<file path="src/hdl/plip_pkg.sv">
// package for the prefixed integer literal parser
// types, codes and constants shared by plip_accum and the top level; no dependencies
package plip_pkg;

    // longest string length counted before the length saturates
    localparam int C_MAX_LENGTH = 65535;

    // result status codes
    localparam logic [1:0] ST_OK        = 2'd0;
    localparam logic [1:0] ST_NO_DIGITS = 2'd1;
    localparam logic [1:0] ST_RANGE     = 2'd2;

    // characters with a special meaning
    localparam logic [7:0] CH_MINUS = 8'h2D;
    localparam logic [7:0] CH_AMP   = 8'h26;
    localparam logic [7:0] CH_OCT   = 8'h4F;
    localparam logic [7:0] CH_HEX   = 8'h48;

    // number base
    typedef enum logic [1:0] {
        BASE_DEC = 2'd0,
        BASE_OCT = 2'd1,
        BASE_HEX = 2'd2
    } t_base;

    // input transaction: one character of the string
    typedef struct packed {
        logic [7:0] character;
        logic       last_char;
    } t_in_item;

    // output transaction: one parsed literal
    typedef struct packed {
        logic signed [63:0] value;
        logic [15:0]        consumed_length;
        logic [1:0]         status;
    } t_out_item;

    // accumulator result for one character
    typedef struct packed {
        logic        is_digit;
        logic [63:0] mag;
        logic [63:0] neg;
        logic        ovf;
    } t_acc;

endpackage

</file>
<file path="src/hdl/plip_accum.sv">
// digit decode and shift-add accumulator step of the literal parser
// depends on plip_pkg
module plip_accum (
    input  logic [7:0]      i_char,
    input  plip_pkg::t_base i_base,
    input  logic [63:0]     i_mag,
    input  logic [63:0]     i_neg,
    input  logic            i_ovf,
    output plip_pkg::t_acc  o_acc
);
    import plip_pkg::*;

    logic [3:0]  digit;
    logic        is_digit;
    logic [67:0] mag_ext;
    logic [67:0] sum;
    logic [63:0] neg_sum;
    logic        over;

    // digit decode in the current base
    always_comb begin
        digit    = '0;
        is_digit = 1'b0;
        case (i_base)
            BASE_OCT: begin
                if (i_char inside {[8'h30:8'h37]}) begin
                    is_digit = 1'b1;
                    digit    = i_char[3:0];
                end
            end
            BASE_HEX: begin
                if (i_char inside {[8'h30:8'h39]}) begin
                    is_digit = 1'b1;
                    digit    = i_char[3:0];
                end else if (i_char inside {[8'h41:8'h46], [8'h61:8'h66]}) begin
                    is_digit = 1'b1;
                    digit    = i_char[3:0] + 4'd9;
                end
            end
            default: begin
                if (i_char inside {[8'h30:8'h39]}) begin
                    is_digit = 1'b1;
                    digit    = i_char[3:0];
                end
            end
        endcase
    end

    // magnitude times radix plus digit, and the negated value kept alongside
    always_comb begin
        mag_ext = {4'b0, i_mag};
        case (i_base)
            BASE_OCT: begin
                sum     = (mag_ext << 3) + {64'b0, digit};
                neg_sum = (i_neg << 3) - {60'b0, digit};
            end
            BASE_HEX: begin
                sum     = (mag_ext << 4) + {64'b0, digit};
                neg_sum = (i_neg << 4) - {60'b0, digit};
            end
            default: begin
                sum     = (mag_ext << 3) + (mag_ext << 1) + {64'b0, digit};
                neg_sum = (i_neg << 3) + (i_neg << 1) - {60'b0, digit};
            end
        endcase
        // magnitude must stay at or below 2^63
        over = (sum > {4'b0, 1'b1, 63'b0});
    end

    // once out of range the magnitude is frozen
    always_comb begin
        o_acc.is_digit = is_digit;
        o_acc.ovf      = i_ovf | (is_digit & over);
        if (i_ovf || over || !is_digit) begin
            o_acc.mag = i_mag;
            o_acc.neg = i_neg;
        end else begin
            o_acc.mag = sum[63:0];
            o_acc.neg = neg_sum;
        end
    end

endmodule

</file>
<file path="src/hdl/prefixed_integer_literal_parser.sv">
// top level of the prefixed integer literal parser
// depends on plip_pkg and plip_accum
//
//  channel | signals                              | payload
//  --------+--------------------------------------+-------------------------
//  in      | i_in_valid, o_in_stall, i_in_data    | character, last_char
//  out     | o_out_valid, i_out_stall, o_out_data | value, length, status
//
// one character per cycle unless stalled; a result passes r_in and then r_out
// unless stalled, the character register feeds one 64-bit shift-add per cycle
// i_rst_n is synchronous and returns the parser to the start of a string
// a stall on out holds the result register and backs up into the character register
module prefixed_integer_literal_parser #(
    parameter int P_MAX_LENGTH = plip_pkg::C_MAX_LENGTH
) (
    input  logic                i_clk,
    input  logic                i_rst_n,
    input  logic                i_in_valid,
    output logic                o_in_stall,
    input  plip_pkg::t_in_item  i_in_data,
    output logic                o_out_valid,
    input  logic                i_out_stall,
    output plip_pkg::t_out_item o_out_data
);
    import plip_pkg::*;

    localparam logic [15:0] L_MAX_POS = 16'(P_MAX_LENGTH);

    typedef enum logic [2:0] {
        PH_START,
        PH_SIGNED,
        PH_AMP,
        PH_NEED,
        PH_DIGITS,
        PH_DONE
    } t_phase;

    logic        r_in_valid;
    t_in_item    r_in;
    t_phase      r_phase, n_phase;
    logic        r_negf, n_negf;
    t_base       r_base, n_base;
    logic [63:0] r_mag, n_mag;
    logic [63:0] r_neg, n_neg;
    logic [15:0] r_pos, n_pos;
    logic        r_ovf, n_ovf;
    logic        r_out_valid;
    t_out_item   r_out, n_out;

    logic        advance;
    logic        emit;
    logic        emit_val;
    logic        bad;
    logic [15:0] pos_bump;
    t_acc        acc;

    // accept a transaction unless the held character cannot move on
    assign advance    = r_in_valid && (!r_out_valid || !i_out_stall);
    assign o_in_stall = r_in_valid && !advance;
    assign pos_bump   = (r_pos != L_MAX_POS) ? r_pos + 16'd1 : r_pos;

    plip_accum u_accum (
        .i_char (r_in.character),
        .i_base (r_base),
        .i_mag  (r_mag),
        .i_neg  (r_neg),
        .i_ovf  (r_ovf),
        .o_acc  (acc)
    );

    // parse step for the held character
    always_comb begin
        n_phase  = r_phase;
        n_negf   = r_negf;
        n_base   = r_base;
        n_mag    = r_mag;
        n_neg    = r_neg;
        n_pos    = r_pos;
        n_ovf    = r_ovf;
        emit     = 1'b0;
        emit_val = 1'b0;
        case (r_phase)
            PH_START, PH_SIGNED: begin
                if (r_phase == PH_START && r_in.character == CH_MINUS) begin
                    n_negf  = 1'b1;
                    n_pos   = pos_bump;
                    n_phase = PH_SIGNED;
                    emit    = r_in.last_char;
                end else if (r_in.character == CH_AMP) begin
                    n_pos   = pos_bump;
                    n_phase = PH_AMP;
                    emit    = r_in.last_char;
                end else begin
                    n_base = BASE_DEC;
                    if (acc.is_digit) begin
                        n_pos    = pos_bump;
                        n_mag    = acc.mag;
                        n_neg    = acc.neg;
                        n_ovf    = acc.ovf;
                        n_phase  = PH_DIGITS;
                        emit     = r_in.last_char;
                        emit_val = 1'b1;
                    end else begin
                        emit    = 1'b1;
                        n_phase = PH_DONE;
                    end
                end
            end
            PH_AMP: begin
                if (r_in.character == CH_OCT || r_in.character == CH_HEX) begin
                    n_base  = (r_in.character == CH_OCT) ? BASE_OCT : BASE_HEX;
                    n_pos   = pos_bump;
                    n_phase = PH_NEED;
                    emit    = r_in.last_char;
                end else begin
                    emit    = 1'b1;
                    n_phase = PH_DONE;
                end
            end
            PH_NEED, PH_DIGITS: begin
                if (acc.is_digit) begin
                    n_pos    = pos_bump;
                    n_mag    = acc.mag;
                    n_neg    = acc.neg;
                    n_ovf    = acc.ovf;
                    n_phase  = PH_DIGITS;
                    emit     = r_in.last_char;
                    emit_val = 1'b1;
                end else begin
                    emit     = 1'b1;
                    emit_val = (r_phase == PH_DIGITS);
                    n_phase  = PH_DONE;
                end
            end
            default: begin
                emit = 1'b0;
            end
        endcase

        // result fields
        bad = n_ovf || (!r_negf && n_mag[63]);
        if (!emit_val) begin
            n_out.value           = '0;
            n_out.consumed_length = '0;
            n_out.status          = ST_NO_DIGITS;
        end else if (bad) begin
            n_out.value           = '0;
            n_out.consumed_length = n_pos;
            n_out.status          = ST_RANGE;
        end else begin
            n_out.value           = r_negf ? n_neg : n_mag;
            n_out.consumed_length = n_pos;
            n_out.status          = ST_OK;
        end

        // end of string: back to the start state
        if (r_in.last_char) begin
            n_phase = PH_START;
            n_negf  = 1'b0;
            n_base  = BASE_DEC;
            n_mag   = '0;
            n_neg   = '0;
            n_pos   = '0;
            n_ovf   = 1'b0;
        end
    end

    // control and parse state
    always_ff @(posedge i_clk) begin
        if (!i_rst_n) begin
            r_in_valid  <= 1'b0;
            r_out_valid <= 1'b0;
            r_phase     <= PH_START;
            r_negf      <= 1'b0;
            r_base      <= BASE_DEC;
            r_mag       <= '0;
            r_neg       <= '0;
            r_pos       <= '0;
            r_ovf       <= 1'b0;
        end else begin
            if (!o_in_stall) begin
                r_in_valid <= i_in_valid;
            end
            if (!r_out_valid || !i_out_stall) begin
                r_out_valid <= advance && emit;
            end
            if (advance) begin
                r_phase <= n_phase;
                r_negf  <= n_negf;
                r_base  <= n_base;
                r_mag   <= n_mag;
                r_neg   <= n_neg;
                r_pos   <= n_pos;
                r_ovf   <= n_ovf;
            end
        end
    end

    // payload registers
    always_ff @(posedge i_clk) begin
        if (!o_in_stall) begin
            r_in <= i_in_data;
        end
        if (advance && emit) begin
            r_out <= n_out;
        end
    end

    assign o_out_valid = r_out_valid;
    assign o_out_data  = r_out;

    // checks
    a_none_is_zero: assert property (@(posedge i_clk) disable iff (!i_rst_n)
        r_out_valid && r_out.status == ST_NO_DIGITS
        |-> r_out.value == '0 && r_out.consumed_length == '0)
        else $error("no-digit result carries a value or length");

    a_range_is_zero: assert property (@(posedge i_clk) disable iff (!i_rst_n)
        r_out_valid && r_out.status == ST_RANGE |-> r_out.value == '0)
        else $error("out-of-range result carries a value");

    a_pos_limit: assert property (@(posedge i_clk) disable iff (!i_rst_n)
        r_pos <= L_MAX_POS)
        else $error("position passed the length limit");

    a_held_char: assert property (@(posedge i_clk) disable iff (!i_rst_n)
        r_in_valid && !advance |=> r_in_valid && $stable(r_in))
        else $error("held character lost while the result side was stalled");

endmodule

</file>
<file path="config.mk">
export PLATFORM = sky130hd
export DESIGN_NAME = prefixed_integer_literal_parser
export DESIGN_NICKNAME = d
export VERILOG_FILES = /design/src/hdl/plip_pkg.sv /design/src/hdl/plip_accum.sv /design/src/hdl/prefixed_integer_literal_parser.sv
export SDC_FILE = /design/constraint.sdc
export NUM_CORES = 1
export LEC_CHECK = 0
export BUFFER_PORTS_ARGS = -buffer_cell sky130_fd_sc_hd__buf_2
export CORE_ASPECT_RATIO = 0.7
export CORE_UTILIZATION = 45
export CTS_CLUSTER_SIZE = 20
export DETAILED_ROUTE_END_ITERATION = 8
export GPL_ROUTABILITY_DRIVEN = 1
export SLEW_MARGIN = 40
export SYNTH_ARGS = -nofsm -noshare
export SYNTH_HDL_FRONTEND = slang
export SYNTH_SLANG_ARGS = --single-unit
</file>
<file path="constraint.sdc">
create_clock -name i_clk -period 11.1 [get_ports i_clk]
set_input_delay 1.11 -clock i_clk [delete_from_list [all_inputs] [get_ports i_clk]]
set_output_delay 1.11 -clock i_clk [all_outputs]
set_load 0.03 [all_outputs]
</file>
**Word level (Yosys, flattened, before mapping)**

Index checks and enable logic that the tools add are counted.

- Output and inout port bits: 84
- Flip-flop bits (word level): 244
- Word-level logic and storage cells: 142

- Reduce and logical (&&, ||, !) cells: 31
- Bitwise logic cells: 3
- Order comparisons: 8
- Add/sub/neg operators: 10
- Eq/ne operators: 14
- Multiplexer cells: 62

Operators by type and width:

| kind | count |
|---|---|
| $mux W64 | 9 |
| $pmux W64 S2 | 3 |
| $sub A64 B4 Y64 | 3 |
| $add A68 B4 Y68 | 2 |
| $pmux W68 S2 | 1 |
| $mux W128 | 1 |
| $mux W16 | 6 |
| $add A67 B4 Y68 | 1 |
| $add A67 B65 Y68 | 1 |
| $gt A68 B64 Y1 const B | 1 |
| $add A64 B64 Y64 | 1 |
| $pmux W16 S3 | 1 |
| $mux W1 | 20 |
| $add A16 B1 Y16 const B | 1 |
| $eq A8 B6 Y1 const B | 2 |
| $eq A8 B7 Y1 const B | 2 |
| $ge A8 B7 Y1 const B | 2 |
| $le A8 B6 Y1 const B | 2 |
| $le A8 B7 Y1 const B | 2 |
| $mux W4 | 4 |
| $ne A16 B16 Y1 const B | 1 |
| $mux W2 | 6 |
| $mux W3 | 4 |
| $logic_and A1 B1 Y1 | 9 |
| other kinds (26) | 43 |

**Longest topological paths before layout**

- Depth after elaboration: 19
- Depth in mapped cells: 32
- Gate-level depth less buffers: 25

**Modules after synthesis**

A second synthesis with hierarchy kept.

- Cells, all modules: 3,445
- Area, all modules: 28,180.8 µm²

Modules (own cells, without submodules):

| module | instances | area an instance (µm²) | cells an instance |
|---|---|---|---|
| plip_accum | 1 | 17,413.0 | 2,600 |
| prefixed_integer_literal_parser | 1 | 10,767.8 | 845 |

**Least setup slack after synthesis**

Ideal clock, no wire load.

- Path kind: flip-flop to flip-flop
- Start: reg r_base[0]
- End: reg r_out (netlist bit o_out_data[0]), enable pin
- Required time: 10.453 ns
- Arrival: 8.890 ns
- Library setup time: 0.647 ns
- Stages on the path, launching flop included: 15
- Path slack: 1.562 ns
- Cell sequence: dfxtp_1 > inv_1 > ha_1 > clkbuf_1 > buf_1 > clkbuf_1 > clkbuf_1 > clkbuf_1 > buf_1 > clkbuf_1 > o31a_1 > a21oi_1 > o21ai_0 > nor2b_1 > a211oi_1

- Cells in the longest elaborated chain, start to end: 7

Ends and longest elaborated chain:

| element | line | RTL |
|---|---|---|
| from (decl) | prefixed_integer_literal_parser.sv:42 | `t_base r_base, n_base;` |
| from (signal assigned) | prefixed_integer_literal_parser.sv:190 | `r_base <= n_base;` |
| $eq A2 B2 Y1 or $eq A2 B1 Y1 (tied branches) | plip_accum.sv:24 | `case (i_base)` |
| $pmux W1 S2 * | plip_accum.sv:24 |  |
| $mux W1 * | prefixed_integer_literal_parser.sv:95, prefixed_integer_literal_parser.sv:121 |  |
| $mux W1 | prefixed_integer_literal_parser.sv:89 | `end else if (r_in.character == CH_AMP) begin` |
| $mux W1 | prefixed_integer_literal_parser.sv:84 | `if (r_phase == PH_START && r_in.character == CH_MINUS) begin` |
| $pmux W1 S3 * | prefixed_integer_literal_parser.sv:82 | `case (r_phase)` |
| $logic_and A1 B1 Y1 * | prefixed_integer_literal_parser.sv:204 | `if (advance && emit) begin` |
| to (signal assigned) | prefixed_integer_literal_parser.sv:205 | `r_out <= n_out;` |
| to (decl) | prefixed_integer_literal_parser.sv:48 | `t_out_item r_out, n_out;` |

Mark *: on every way between the ends. The rest lies on a longest branch, timed or not.
A chain may end at the register's enable or synchronous reset.

**Worst setup path after layout**

- Start: reg r_in[1] (netlist name)
- End: reg r_mag[7]

- Cells in the longest elaborated chain, start to end: 17

Ends and longest elaborated chain:

| element | line | RTL |
|---|---|---|
| from (decl) | prefixed_integer_literal_parser.sv:39 | `t_in_item r_in;` |
| from (signal assigned) | prefixed_integer_literal_parser.sv:202 | `r_in <= i_in_data;` |
| $ge A8 B7 Y1 or $le A8 B7 Y1 (tied branches) | plip_accum.sv:35 | `end else if (i_char inside {[8'h41:8'h46], [8'h61:8'h66]}) begin` |
| $logic_and A1 B1 Y1 | plip_accum.sv:35 |  |
| $reduce_bool A2 Y1 | plip_accum.sv:35 |  |
| $mux W4 | plip_accum.sv:35 |  |
| $mux W4 | plip_accum.sv:32 | `if (i_char inside {[8'h30:8'h39]}) begin` |
| $pmux W4 S2 | plip_accum.sv:24 |  |
| $add A68 B4 Y68, or another cell as far along | plip_accum.sv:62 | `sum = (mag_ext << 3) + (mag_ext << 1) + {64'b0, digit};` |
| $pmux W68 S2 | plip_accum.sv:52 | `case (i_base)` |
| $gt A68 B64 Y1 | plip_accum.sv:67 | `over = (sum > {4'b0, 1'b1, 63'b0});` |
| $logic_or A1 B1 Y1 (2 in a row) | plip_accum.sv:74 | `if (i_ovf \|\| over \|\| !is_digit) begin` |
| $mux W128 | plip_accum.sv:74 |  |
| $mux W64 | prefixed_integer_literal_parser.sv:95, prefixed_integer_literal_parser.sv:121 |  |
| $mux W64 | prefixed_integer_literal_parser.sv:89 |  |
| $mux W64 | prefixed_integer_literal_parser.sv:84 |  |
| $pmux W64 S2 * | prefixed_integer_literal_parser.sv:82 |  |
| $mux W64 * | prefixed_integer_literal_parser.sv:157 | `if (r_in.last_char) begin` |
| to (signal assigned) | prefixed_integer_literal_parser.sv:191 | `r_mag <= n_mag;` |
| to (decl) | prefixed_integer_literal_parser.sv:43 | `logic [63:0] r_mag, n_mag;` |

Marks and branches as above.

==> results.sh <==
export IMPL_drc=0
export IMPL_synth_mux_area_share_pct=5.16
export IMPL_ys_ff_latch=244
export IMPL_post_cts_buffers=0
export IMPL_outcome="complete, no violations"
export IMPL_cellPowerDensity_nw_per_um2=85.1
export IMPL_fillers=6052
export IMPL_clock_skew_ns=0.0288
export IMPL_synthXorXnorAreaFrac_pct=4.79
export IMPL_fin_crit_sh_pct=82.4
export IMPL_avgSynthCellArea_um2=7.67
export IMPL_fmax_mhz=109
export IMPL_wl_per_cell_um=24.3
export IMPL_fin_hold_ws_ns=0.468
export IMPL_pin_count=97
export IMPL_grt_first_pass_wirelength_um=161000
export IMPL_mostFrequentLayoutCell="nand2_1"
export IMPL_crit_slowest_cell="o41ai_1"
export IMPL_worstPathCellList="inv_1 -> ha_1 -> inv_1 -> o311ai_0 -> o2111a_1 -> or2_2 -> o21a_1 -> fa_1 -> ha_1 -> a211oi_1 -> o21ai_0 -> nand4_1 -> a2111oi_0 -> a211oi_2 -> o41ai_1 -> o2111ai_1 -> nor4_2 -> and3_1 -> buf_4 -> a211oi_1 -> nor2_4 -> buf_4 -> o22ai_1"
export IMPL_fin_cells=4373
export IMPL_clkLatencyLatePin_ns=0.56
export IMPL_cp_depth=23
export IMPL_htree_num_levels=1
export IMPL_cp_required_ns=11.49
export IMPL_synthAdderAreaFrac_pct=12.0
export IMPL_ir_drop_mv=0.0939
export IMPL_syn_inst=3625
export IMPL_die_w_um=299
export IMPL_ant_nets=0
export IMPL_slew_headroom_pct=37.3
export IMPL_path_delay_family="compound AO/OA/AOI/OAI gates"
export IMPL_tritoncts="done"
export IMPL_maxCapViolations=0
export IMPL_grt_overflow=0
export IMPL_clk_pin_slew_worst_paths_ns=0.07
export IMPL_worstSetupPathType="register to register"
export IMPL_avgViaCountPerCell=6.64
export IMPL_grt_max_degree=92
export IMPL_num_rows=75
export IMPL_cts_hold_buffers_added=0
export IMPL_antenna_found_initial=7
export IMPL_diodes=0
export IMPL_start_kind="register"
export IMPL_cp_buffers_inverters=4
export IMPL_syn_cell_area_um2=27800
export IMPL_synth_top_family_by_area="compound AO/OA/AOI/OAI gates"
export IMPL_setup_viol_count_final=0
export IMPL_rsz0062_at_grt="no"
export IMPL_area_delta_synth_final_pct=6.94
export IMPL_vias=29100
export IMPL_holdPathStages=2
export IMPL_period_minus_slack_ns=9.15
export IMPL_initial_core_util_pct=46.0
export IMPL_synth_edff_count=91
export IMPL_clockBufferDepth=3
export IMPL_hold_viol_final=0
export IMPL_seq_area_frac_synth_pct=20.9
export IMPL_synthArstFlopShare_pct=0
export IMPL_hold_path_class="register to register"
export IMPL_routed_wl_um=106000
export IMPL_slowest_delay_ns=0.74
export IMPL_post_route_cell_area_um2=29700
export IMPL_root_buffer="clkbuf_16"
export IMPL_synthSimpleGateAreaFrac_pct=21.7
export IMPL_grtUsageTotal_pct=32.8
export IMPL_mostFrequentLayoutCells="345 x nand2_1, 265 x a21oi_1, 259 x ha_1"
export IMPL_cts_buffers=25
export IMPL_port_buffers=96
export IMPL_synth_nets=3903
export IMPL_power_leakage_nw=12.1
export IMPL_drt_iter0_drc=3671
export IMPL_place_inst=4325
export IMPL_final_nets=3824
export IMPL_placed_area_um2=28700
export IMPL_finalSetupTns_ns=0
export IMPL_synthFlopType="dfxtp_1"
export IMPL_grt_pass1_vias=25800
export IMPL_final_core_util_pct=49.2
export IMPL_synthDistinctLibCells=93
export IMPL_drive_gt1_share_pct=8.05
export IMPL_core_area_um2=60400
export IMPL_slew_viol_final=0
export IMPL_cts_sinks=244
export IMPL_worst_pin_slew_ns=0.933
export IMPL_dieArea_um2=62800
export IMPL_die_h_um=210
export IMPL_rr_worst_depth=23
export IMPL_cts_resized_gates=0
export IMPL_cp_data_arrival_time_ns=9.54
export IMPL_hpwl_um=81700
export IMPL_synth_compound_area_share_pct=28.5
export IMPL_ys_warn_count=0
export IMPL_gp_congestion=0.968
export IMPL_critPathCaptureType="register"
export IMPL_drt_pass1_iterations=6
export IMPL_crit_fanout=29
path summary, 6_finish.rpt:
check,startpoint,to,slack (ns)
max reg2reg,r_in[1],r_mag[7],1.95
min,r_neg[63],r_neg[63],0.47
max,r_in[1],r_mag[7],1.95
min reg2reg,r_neg[63],r_neg[63],0.47
power by group:
part           switching [W]  total (W)  internal (W)
logic               0.000396   0.000605      0.000209
clock network       0.000413   0.000965      0.000552
registers          0.0000187   0.000960      0.000942
total               0.000827    0.00253       0.00170
cells by family after synthesis:
logic type,Yosys count
AO/OA/AOI/OAI,1164
XOR/XNOR,152
adder cells (fa/ha/maj),265
buffers and inverters,495
flip-flops,244
multiplexers,95
AND/OR/NAND/NOR,1210
Yosys cell counts, types with 20 or more instances:
cell	count	area, µm²
a221oi_1	24	210
o21bai_1	28	210
o211ai_1	40	300
inv_1	247	927
o31ai_1	20	150
mux2i_1	50	500
nand3_1	118	591
ha_1	261	3270
nor3_1	85	425
o22ai_1	63	394
a211oi_1	69	518
xnor2_1	92	806
nor2b_1	62	388
xor2_1	60	526
a21oi_1	266	1330
nor4_1	33	206
buf_2	42	210
and3_1	34	213
dfxtp_1	153	3060
a211o_1	32	280
clkbuf_1	185	694
a21o_1	71	533
mux4_2	38	856
nor2_1	258	968
nand2b_1	26	163
edfxtp_1	91	2730
nand2_1	345	1290
or3_1	42	263
and2_1	28	175
o21ai_0	211	1060
o21a_1	29	218
a32o_1	71	711
a31oi_1	52	325
nand4_1	83	519
flip-flops by register name, summed over array words and instances (netlist names), 2 cells and up:
| register | cells |
|---|---|
| r_phase | 3 |
| o_out_data | 82 |
| r_pos | 16 |
| r_in | 9 |
| r_mag | 64 |
| r_base | 2 |
| r_neg | 64 |
tightest hold or removal path: cells and delay by family (launching register included):
family           cells  cell delay (ns)
flip-flops           1             0.31
AO/OA/AOI/OAI        1             0.06
AND/OR/NAND/NOR      1             0.05
metal layers:
metal	GRT usage, %	vias up	wire length (µm)	part of all wire, %
met1	48.2	13800	47700	45
met5	0	-	0	0
met3	10.2	150	13900	13
li1	-	13500	-	-
met4	6.76	0	2340	2.2
met2	46.3	1624	42500	40
per-stage QoR:
step,total power (W),setup WS (ns)
6_report,0.00253,1.95
3_3_place_gp,0.00158,2.46
5_1_grt,0.00261,1.62
3_5_place_dp,0.00157,2.39
2_1_floorplan,0.00138,1.56
4_1_cts,0.00252,2.34
layout make-up:
type                    instances  area [µm²]  share of cell area (%)
clock inverters                15         180                   0.606
inverters                     249         935                    3.14
multi-input cells            2886       20200                    68.0
well taps                     808        1010                    3.40
repair buffers                140         855                    2.88
flip-flops and latches        244        5800                    19.5
clock buffers                  31         742                    2.50
No activity file was read; power rests on OpenSTA's default activity.
